### src/rtl/tfp_pkg.sv
`default_nettype none

package tfp_pkg;

  localparam int unsigned BYTE_W  = 8;
  localparam int unsigned COORD_W = 14;
  localparam int unsigned KIND_W  = 2;
  localparam int unsigned POS_W   = 3;
  localparam int unsigned FRAME_CELLS = 7;

  localparam logic [BYTE_W-1:0] HDR_BYTE   = 8'hA8;
  localparam logic [BYTE_W-1:0] SYNC_BYTE  = 8'hAA;
  localparam logic [BYTE_W-1:0] PRESS_CODE = 8'h41;

  localparam logic [POS_W-1:0] LAST_POS = 3'd7;

  localparam logic [KIND_W-1:0] KIND_PRESS   = 2'd0;
  localparam logic [KIND_W-1:0] KIND_RELEASE = 2'd1;
  localparam logic [KIND_W-1:0] KIND_HEADER  = 2'd2;
  localparam logic [KIND_W-1:0] KIND_CKERR   = 2'd3;

  typedef logic [BYTE_W-1:0]  byte_t;
  typedef logic [COORD_W-1:0] coord_t;
  typedef logic [KIND_W-1:0]  kind_t;

  function automatic coord_t join_coord(input byte_t hi, input byte_t lo);
    join_coord = {hi, 6'b0} | {6'b0, lo};
  endfunction

endpackage

`default_nettype wire

### src/rtl/tfp_if.sv
`default_nettype none

interface tfp_in_if import tfp_pkg::*; ();
  logic  valid;
  logic  ready;
  byte_t rx_byte;

  modport source (output valid, output rx_byte, input ready);
  modport sink   (input valid, input rx_byte, output ready);
endinterface

interface tfp_out_if import tfp_pkg::*; ();
  logic   valid;
  logic   ready;
  kind_t  event_kind;
  coord_t pos_x;
  coord_t pos_y;
  logic   header_flag;

  modport source (output valid, output event_kind, output pos_x, output pos_y,
                  output header_flag, input ready);
  modport sink   (input valid, input event_kind, input pos_x, input pos_y,
                  input header_flag, output ready);
endinterface

`default_nettype wire

### src/rtl/touch_frame_parser.sv
// Channel  Dir  Handshake       Payload
// in_ch    in   valid / ready   rx_byte[7:0]
// out_ch   out  valid / ready   event_kind[1:0], pos_x[13:0], pos_y[13:0], header_flag
//
// One byte per cycle unless stalled; a frame result is registered on its eighth byte.
// Bytes shift through a row of seven cells; the cell row also folds the check XOR.
// Synchronous active-high rst clears byte count, kept coordinates, header flag and
// out_ch.valid (not the payload). in_ch.ready drops only while a result waits unread.
`default_nettype none

module touch_frame_parser import tfp_pkg::*; (
  input wire logic clk,
  input wire logic rst,
  tfp_in_if.sink   in_ch,
  tfp_out_if.source out_ch
);

  logic [POS_W-1:0] pos;
  logic             header_seen;
  coord_t           kept_x;
  coord_t           kept_y;

  byte_t byte_link [0:FRAME_CELLS];
  byte_t xor_link  [0:FRAME_CELLS];

  logic   in_fire;
  logic   frame_end;
  logic   is_hdr;
  logic   is_sync;
  logic   ck_ok;
  logic   is_press;
  coord_t new_x;
  coord_t new_y;
  logic   res_valid;
  kind_t  res_kind;
  coord_t res_x;
  coord_t res_y;

  assign in_ch.ready = !out_ch.valid || out_ch.ready;
  assign in_fire     = in_ch.valid && in_ch.ready;

  assign byte_link[0] = in_ch.rx_byte;
  assign xor_link[0]  = '0;

  for (genvar i = 0; i < FRAME_CELLS; i++) begin : g_cell
    tfp_cell u_cell (
      .clk      (clk),
      .shift_en (in_fire),
      .byte_in  (byte_link[i]),
      .xor_in   (xor_link[i]),
      .byte_q   (byte_link[i+1]),
      .xor_out  (xor_link[i+1])
    );
  end

  // Oldest byte sits in the last cell. The two sync bytes cancel in the full
  // XOR, so it equals the XOR of bytes 2 to 6 whenever the frame is a sync frame.
  assign frame_end = (pos == LAST_POS);
  assign is_hdr    = (byte_link[7] == HDR_BYTE);
  assign is_sync   = (byte_link[7] == SYNC_BYTE) && (byte_link[6] == SYNC_BYTE);
  assign ck_ok     = (in_ch.rx_byte == xor_link[FRAME_CELLS]);
  assign is_press  = (byte_link[5] == PRESS_CODE);
  assign new_y     = join_coord(byte_link[4], byte_link[3]);
  assign new_x     = join_coord(byte_link[2], byte_link[1]);

  always_comb begin
    res_valid = frame_end && (is_hdr || is_sync);
    res_kind  = KIND_HEADER;
    res_x     = '0;
    res_y     = '0;
    if (!is_hdr) begin
      if (!ck_ok) begin
        res_kind = KIND_CKERR;
      end else if (is_press) begin
        res_kind = KIND_PRESS;
        res_x    = new_x;
        res_y    = new_y;
      end else begin
        res_kind = KIND_RELEASE;
        res_x    = kept_x;
        res_y    = kept_y;
      end
    end
  end

  always_ff @(posedge clk) begin
    if (rst) begin
      pos          <= '0;
      header_seen  <= 1'b0;
      kept_x       <= '0;
      kept_y       <= '0;
      out_ch.valid <= 1'b0;
    end else begin
      if (in_fire) begin
        pos          <= pos + 3'd1;
        out_ch.valid <= res_valid;
        if (frame_end && is_hdr) begin
          header_seen <= 1'b1;
        end
        if (res_valid && res_kind == KIND_PRESS) begin
          kept_x <= new_x;
          kept_y <= new_y;
        end
      end else if (out_ch.ready) begin
        out_ch.valid <= 1'b0;
      end
    end
  end

  always_ff @(posedge clk) begin
    if (in_fire) begin
      out_ch.event_kind  <= res_kind;
      out_ch.pos_x       <= res_x;
      out_ch.pos_y       <= res_y;
      out_ch.header_flag <= header_seen || (frame_end && is_hdr);
    end
  end

`ifndef ASSERT_OFF
  a_no_mid_frame_result: assert property (@(posedge clk) disable iff (rst)
    in_fire && pos != LAST_POS |=> !out_ch.valid)
    else $error("result after a mid-frame byte");

  a_header_sticky: assert property (@(posedge clk) disable iff (rst)
    header_seen |=> header_seen)
    else $error("header flag cleared");

  a_header_flag: assert property (@(posedge clk) disable iff (rst)
    out_ch.valid && out_ch.event_kind == KIND_HEADER |-> out_ch.header_flag)
    else $error("header result without header flag");

  a_zero_pos: assert property (@(posedge clk) disable iff (rst)
    out_ch.valid && (out_ch.event_kind == KIND_HEADER || out_ch.event_kind == KIND_CKERR)
    |-> out_ch.pos_x == '0 && out_ch.pos_y == '0)
    else $error("coordinates on header or check error");
`endif

endmodule

`default_nettype wire

### src/rtl/tfp_cell.sv
`default_nettype none

module tfp_cell import tfp_pkg::*; (
  input  wire logic  clk,
  input  wire logic  shift_en,
  input  wire byte_t byte_in,
  input  wire byte_t xor_in,
  output byte_t      byte_q,
  output byte_t      xor_out
);

  always_ff @(posedge clk) begin
    if (shift_en) begin
      byte_q <= byte_in;
    end
  end

  assign xor_out = xor_in ^ byte_q;

endmodule

`default_nettype wire
### src/flat_wrapper.sv
// flat-port wrapper written by rule: the top's interface ports become plain ports
module touch_frame_parser_flat import tfp_pkg::*;
  (clk, rst, in_ch_valid, in_ch_rx_byte, in_ch_ready, out_ch_valid, out_ch_event_kind, out_ch_pos_x, out_ch_pos_y, out_ch_header_flag, out_ch_ready);
  tfp_in_if in_ch_i ();
  tfp_out_if out_ch_i ();
  input wire logic clk;
  input wire logic rst;
  input wire logic [$bits(in_ch_i.valid)-1:0] in_ch_valid;
  input wire logic [$bits(in_ch_i.rx_byte)-1:0] in_ch_rx_byte;
  output wire logic [$bits(in_ch_i.ready)-1:0] in_ch_ready;
  output wire logic [$bits(out_ch_i.valid)-1:0] out_ch_valid;
  output wire logic [$bits(out_ch_i.event_kind)-1:0] out_ch_event_kind;
  output wire logic [$bits(out_ch_i.pos_x)-1:0] out_ch_pos_x;
  output wire logic [$bits(out_ch_i.pos_y)-1:0] out_ch_pos_y;
  output wire logic [$bits(out_ch_i.header_flag)-1:0] out_ch_header_flag;
  input wire logic [$bits(out_ch_i.ready)-1:0] out_ch_ready;
  assign in_ch_i.valid = in_ch_valid;
  assign in_ch_i.rx_byte = in_ch_rx_byte;
  assign in_ch_ready = in_ch_i.ready;
  assign out_ch_valid = out_ch_i.valid;
  assign out_ch_event_kind = out_ch_i.event_kind;
  assign out_ch_pos_x = out_ch_i.pos_x;
  assign out_ch_pos_y = out_ch_i.pos_y;
  assign out_ch_header_flag = out_ch_i.header_flag;
  assign out_ch_i.ready = out_ch_ready;
  touch_frame_parser u_core (.clk(clk), .rst(rst), .in_ch(in_ch_i), .out_ch(out_ch_i));
endmodule
### config.mk
export PLATFORM = sky130hd
export DESIGN_NAME = touch_frame_parser_flat
export DESIGN_NICKNAME = d
export VERILOG_FILES = /design/src/rtl/tfp_pkg.sv /design/src/rtl/tfp_if.sv /design/src/rtl/touch_frame_parser.sv /design/src/rtl/tfp_cell.sv /design/src/flat_wrapper.sv
export SDC_FILE = /design/constraint.sdc
export NUM_CORES = 1
export LEC_CHECK = 0
export ABC_AREA = 0
export BUFFER_PORTS_ARGS = -buffer_cell sky130_fd_sc_hd__buf_2
export CELL_PAD_IN_SITES_DETAIL_PLACEMENT = 1
export CELL_PAD_IN_SITES_GLOBAL_PLACEMENT = 1
export CORE_AREA = 2 2 134 136
export DETAILED_ROUTE_END_ITERATION = 8
export DIE_AREA = 0 0 136 138
export PLACE_DENSITY = 0.67
export SETUP_SLACK_MARGIN = 0.5
export SKIP_LAST_GASP = 1
export SYNTH_ARGS = -nofsm -noshare
export SYNTH_HDL_FRONTEND = slang
export SYNTH_SLANG_ARGS = --single-unit
### constraint.sdc
create_clock -name clk -period 3 [get_ports clk]
set_input_delay 0.3 -clock clk [delete_from_list [all_inputs] [get_ports clk]]
set_output_delay 0.3 -clock clk [all_outputs]
set_load 0.03 [all_outputs]
After elaboration in Yosys (flattened, before gate mapping)

Index checks and enable logic that the tools add are counted.

Register bits after elaboration: 120
Bits of input ports: 12
Output and inout port bits: 33
Word-level logic and storage cells: 53

Add/subtract/negate cells: 1
Equality and inequality tests: 6
Multiplexer cells: 7
Bitwise operators: 9
Reduce and logical (&&, ||, !) cells: 14

Operators with widths:

| kind                | number |
|---|---|
| $xor 8x8->8         | 6 |
| $mux 14             | 2 |
| $or 14x8->14        | 2 |
| $eq 8x8->1 const B  | 3 |
| $eq 8x7->1 const B  | 1 |
| $eq 8x8->1          | 1 |
| $logic_and 1x1->1   | 5 |
| $mux 2              | 2 |
| $reduce_and 2->1    | 2 |
| $add 3x1->3 const B | 1 |
| $eq 3x3->1 const B  | 1 |
| $logic_or 1x1->1    | 3 |
| $mux 1              | 3 |
| $logic_not 2->1     | 1 |
| $reduce_bool 2->1   | 1 |
| $reduce_or 2->1     | 1 |
| $logic_not 1->1     | 1 |
| $not 1->1           | 1 |

Longest topological paths before layout

Depth after elaboration: 12
Gate-level depth with buffers: 9
Mapped depth without buffers: 6

Hierarchy

A second synthesis with hierarchy kept.

Cells, all modules: 413
Area total of the unflattened synthesis: 5,116.2 µm²

By module, submodules not included:

| module             | instances | cells an instance | area each (µm²) | seq. area each (µm²) |
|---|---|---|---|---|
| touch_frame_parser | 1         | 301               | 2,944.1         | 1,591.5 |
| tfp_cell           | 7         | 16                | 310.3           | 240.2 |

Worst setup path after synthesis

No wires, ideal clock.

Kind: register -> register
Start: register u_core.out_ch.valid
End: register u_core.kept_x[2]
Library setup time: 0.132 ns
Arrival: 3.398 ns
Slack: -0.530 ns
Cell stages (with the launch flop): 10
Cells stage by stage: dfxtp_1 > nand2b_1 > and2_1 > buf_2 > nand4_1 > or4_1 > buf_2 > buf_2 > o31ai_1 > a21oi_1

Cells in the longest elaborated chain, start to end: 4

Ends and longest elaborated chain:

| element                                    | RTL line                  | text |
|---|---|---|
| start, declared                            | tfp_if.sv:20              | `modport source (output valid, output event_kind, output pos_x, output pos_y,` |
| start signal, assigned                     | touch_frame_parser.sv:96  | `out_ch.valid <= res_valid;` |
| $logic_not 1->1                            | touch_frame_parser.sv:39  | `assign in_ch.ready = !out_ch.valid \|\| out_ch.ready;` |
| $logic_or 1x1->1                           | touch_frame_parser.sv:39  |  |
| named net in_ch_ready                      | flat_wrapper.sv:10        | `output wire logic [$bits(in_ch_i.ready)-1:0] in_ch_ready;` |
| $logic_and 1x1->1                          | touch_frame_parser.sv:40  | `assign in_fire = in_ch.valid && in_ch.ready;` |
| named net u_core.g_cell[0].u_cell.shift_en | tfp_cell.sv:5             | `input wire logic shift_en,` |
| $reduce_and 2->1 (no source line)          | -                         |  |
| end signal, assigned                       | touch_frame_parser.sv:101 | `kept_x <= new_x;` |
| end, declared                              | touch_frame_parser.sv:20  | `coord_t kept_x;` |

The timed path passes the listed nets, and every way through them passes these cells.
A chain may end at the register's enable or synchronous reset.

Worst setup path after layout

Start: register u_core.g_cell[6].u_cell.byte_q[6]
End: register u_core.kept_y[11]

Cells in the longest elaborated chain, start to end: 7

Ends and longest elaborated chain:

| element                             | RTL line                  | text |
|---|---|---|
| start, declared                     | tfp_cell.sv:8             | `output byte_t byte_q,` |
| start signal, assigned              | tfp_cell.sv:14            | `byte_q <= byte_in;` |
| $xor 8x8->8                         | tfp_cell.sv:18            | `assign xor_out = xor_in ^ byte_q;` |
| $eq 8x8->1                          | touch_frame_parser.sv:61  | `assign ck_ok = (in_ch.rx_byte == xor_link[FRAME_CELLS]);` |
| $mux 2                              | touch_frame_parser.sv:72  | `if (!ck_ok) begin` |
| $mux 2                              | touch_frame_parser.sv:71  | `if (!is_hdr) begin` |
| $logic_not 2->1                     | touch_frame_parser.sv:100 | `if (res_valid && res_kind == KIND_PRESS) begin` |
| $logic_and 1x1->1 *                 | touch_frame_parser.sv:100 |  |
| $reduce_and 2->1 (no source line) * | -                         |  |
| end signal, assigned                | touch_frame_parser.sv:102 | `kept_y <= new_y;` |
| end, declared                       | touch_frame_parser.sv:21  | `coord_t kept_y;` |

Mark *: on every way between the ends. The rest lies on a longest branch, timed or not.

==> run summary <==
die area - 18,800 µm²
H-tree depth - 4
Die Span Y - 138 µm
CP Max Fanout - 25
Synth cell types - 33
Crit Path Class - reg -> reg
Final Total Pwr - 4.69 mW
Peak Freq - 418 MHz
Synth Cell Area - 5080 µm²
Worst-path clk slew - 0.06 ns
CP Capture Type - flip-flop
Yosys Warn Count - 0
DR WL/cell - 19.3 µm
Final Hold Fails - 0
slowest stage delay, CP - 0.48 ns
Placeable Area - 17,500 µm²
type of element launching the critical path - flip-flop
Die Span X - 136 µm
largest net degree at the start of global routing - 65
Port Buf Inserts - 44
Sw Pwr - 1.20 mW
Critical Path AT - 2.66 ns
CTS Buf Count - 17
status - finished, final reports clean
switching share of total power - 25.6%
CP max-delay cell - or4_4
insertion delay to the later sink of the worst-skew pair - 0.42 ns
clock tree from TritonCTS - built
grt ovf - 0
antenna cells - 0
Yosys reg bits - 120
Min Clock Period, post-route - 2.39 ns
dpl cells - 665
final core utilization - 36.5%
final period utilization - 79.8%
net count after synthesis - 423
Tot GR Track Use - 14.8%
DRT Wirelength - 13,600 µm
initial antenna violation count - 0
vias in the first global route - 3,598
RSZ-0062 raised after global routing - yes
LEAKAGE - 2.09 nW
Worst Clk Skew - 0.0104 ns
WP data required - 3.26 ns
Placer Congestion - 0.776
Initial DRC Count - 281
Synth Instances - 409
# DRC - 0
first-pass GRT wire length - 20,700 µm
# setup viols final - 0
share of layout cells above drive strength 1 - 26.7%
Worst Tran Pin Value - 0.841 ns
worst-path cell chain - nand4b_1, nor4_4, nand4_1, or4_4, buf_8, o31ai_1, a21oi_1
average size of a mapped cell - 12.4 µm²
setup TNS - 0 ns
Non-Filler Instances - 704
clock sinks - 120
clock share of power - 46.8%
Layout area overhead - 25.8%
ANT nets after route - 0
Reg power frac - 41.0%
Initial Utilization - 29.0%
via count - 3,549
nets - 476
logic gate share of total power - 12.2%
Hold WC Path Type - in -> reg
HPWL after DPL - 8610 µm
Pre-antenna DRT Iters - 4
row count - 49
share of the yosys chip area belonging to registers - 64.4%
Max Slew Vio Count - 0
root buffer cell - clkbuf_16
MaxCap Viol Count - 0
Peak VDD IR - 0.459 mV
Clock Path Buffers - 2
Power Internal - 3.49 mW
Worst slew margin - 43.9%
average via count per standard cell - 5.04
io pins - 45
Power Dens Cells - 733 nW/µm²
placed cells by master, fill, tap and decap left out, drive strengths merged:
cell | Yosys | routed
nor2 | 13 | 13
a211oi | 8 | 8
nor4bb | 1 | 1
nand4bb | 2 | 2
nand2b | 1 | 1
nand4 | 27 | 27
nor4 | 4 | 4
bufinv | 0 | 4
inv | 2 | 2
edfxtp | 87 | 87
xnor2 | 55 | 55
nand2 | 50 | 50
a31oi | 4 | 4
o31ai | 24 | 24
and2 | 4 | 4
mux2i | 2 | 2
clkinvlp | 0 | 2
dfxtp | 33 | 33
o21ai | 1 | 1
xor2 | 2 | 2
ha | 2 | 2
or2 | 1 | 1
clkbuf | 21 | 21
clkinv | 0 | 5
a21oi | 50 | 50
buf | 8 | 61
nand4b | 1 | 1
and4 | 1 | 1
nor3 | 3 | 3
or4 | 2 | 4
cell type report:
| type | count | area [µm²] |
|---|---|---|
| clock buffers | 21 | 470 |
| clock inverters | 11 | 170 |
| fillers | 1911 | 11100 |
| inverters | 2 | 7.51 |
| multi-input cells | 260 | 1840 |
| flip-flops and latches | 120 | 3270 |
| well taps | 229 | 287 |
| repair buffers | 61 | 355 |
per-stage QoR:
step                setup WS, ns  cell area, µm²  hold WS [ns]
CTS                        0.467            6240        0.0669
finish                     0.605            6400        0.0778
global route               0.479            6400        0.0717
global placement           0.427            5560         0.455
floorplan                  0.533            5110         0.399
detailed placement         0.389            5560         0.464
Yosys cell counts, drive strengths merged:
library cell	number	share of area, %
and4	1	0.17
nor4	4	0.79
nand2b	1	0.12
a211oi	8	1.2
nor2	13	0.96
nor3	3	0.39
or2	1	0.12
o31ai	24	3.5
or4	2	0.37
a31oi	4	0.49
edfxtp	87	51
xor2	2	0.34
nand4	27	3.3
xnor2	55	9.5
a21oi	50	5.7
buf	8	1.0
nand4b	1	0.17
o21ai	1	0.098
ha	2	0.49
mux2i	2	0.39
nor4bb	1	0.20
dfxtp	33	13
nand4bb	2	0.44
and2	4	0.49
nand2	50	3.7
inv	2	0.15
clkbuf	21	1.6
path summary, 6_finish.rpt:
path,from,to,slack (ns),depth (start not counted)
worst max-delay path,u_core.g_cell[6].u_cell.byte_q[6],u_core.kept_y[11],0.61,7
worst min-delay path,in_ch_rx_byte[0],u_core.g_cell[0].u_cell.byte_q[0],0.08,1
worst max register to register,u_core.g_cell[6].u_cell.byte_q[6],u_core.kept_y[11],0.61,7
worst min register to register,u_core.kept_x[2],u_core.kept_x[2],0.47,2
metal layers:
layer	global-route usage, %	share of wire (%)
met1	20.3	44
met2	21.6	47
met3	4.77	7.4
met4	5.70	1.7
met5	0	0
repair_timing:
item	in CTS	in global routing
buffers inserted	0	5
resized for setup	5	21
hold buffers	0	0
pin swaps	1	7
endpoints found under the setup margin	16	58
gates cloned	1	1
kinds of logic after synthesis:
logic type,after synthesis,synth area share [%]
XOR/XNOR,57,9.82
AND/OR/NAND/NOR,110,11.2
flip-flops,120,64.4
adder cells (fa/ha/maj),2,0.492
buffers and inverters,31,2.71
multiplexers,2,0.394
AO/OA/AOI/OAI,87,11.0
critical path: cells and delay by family (launching register included):
kind	cells	cell delay, ns
flops	1	0.41
simple gates	4	1.26
buf+inv	1	0.19
compound gates	2	0.37
power by group through the flow:
stage | sequential [mW] | combinational (mW) | clock [mW]
5_1_grt | 1.93 | 0.609 | 2.30
3_3_place_gp | 1.95 | 0.484 | 0
3_5_place_dp | 1.95 | 0.499 | 0
2_1_floorplan | 1.95 | 0.338 | 0
6_report | 1.93 | 0.572 | 2.19
4_1_cts | 1.92 | 0.519 | 2.23
flip-flops by register name, indices dropped and copies added (netlist names):
signal                       cells
u_core.g_cell.u_cell.byte_q     56
u_core.out_ch.event_kind         2
u_core.out_ch.pos_y             14
u_core.header_seen               1
u_core.out_ch.header_flag        1
u_core.out_ch.pos_x             14
u_core.out_ch.valid              1
u_core.kept_y                   14
u_core.pos                       3
u_core.kept_x                   14
No activity file was read; power rests on OpenSTA's default activity.
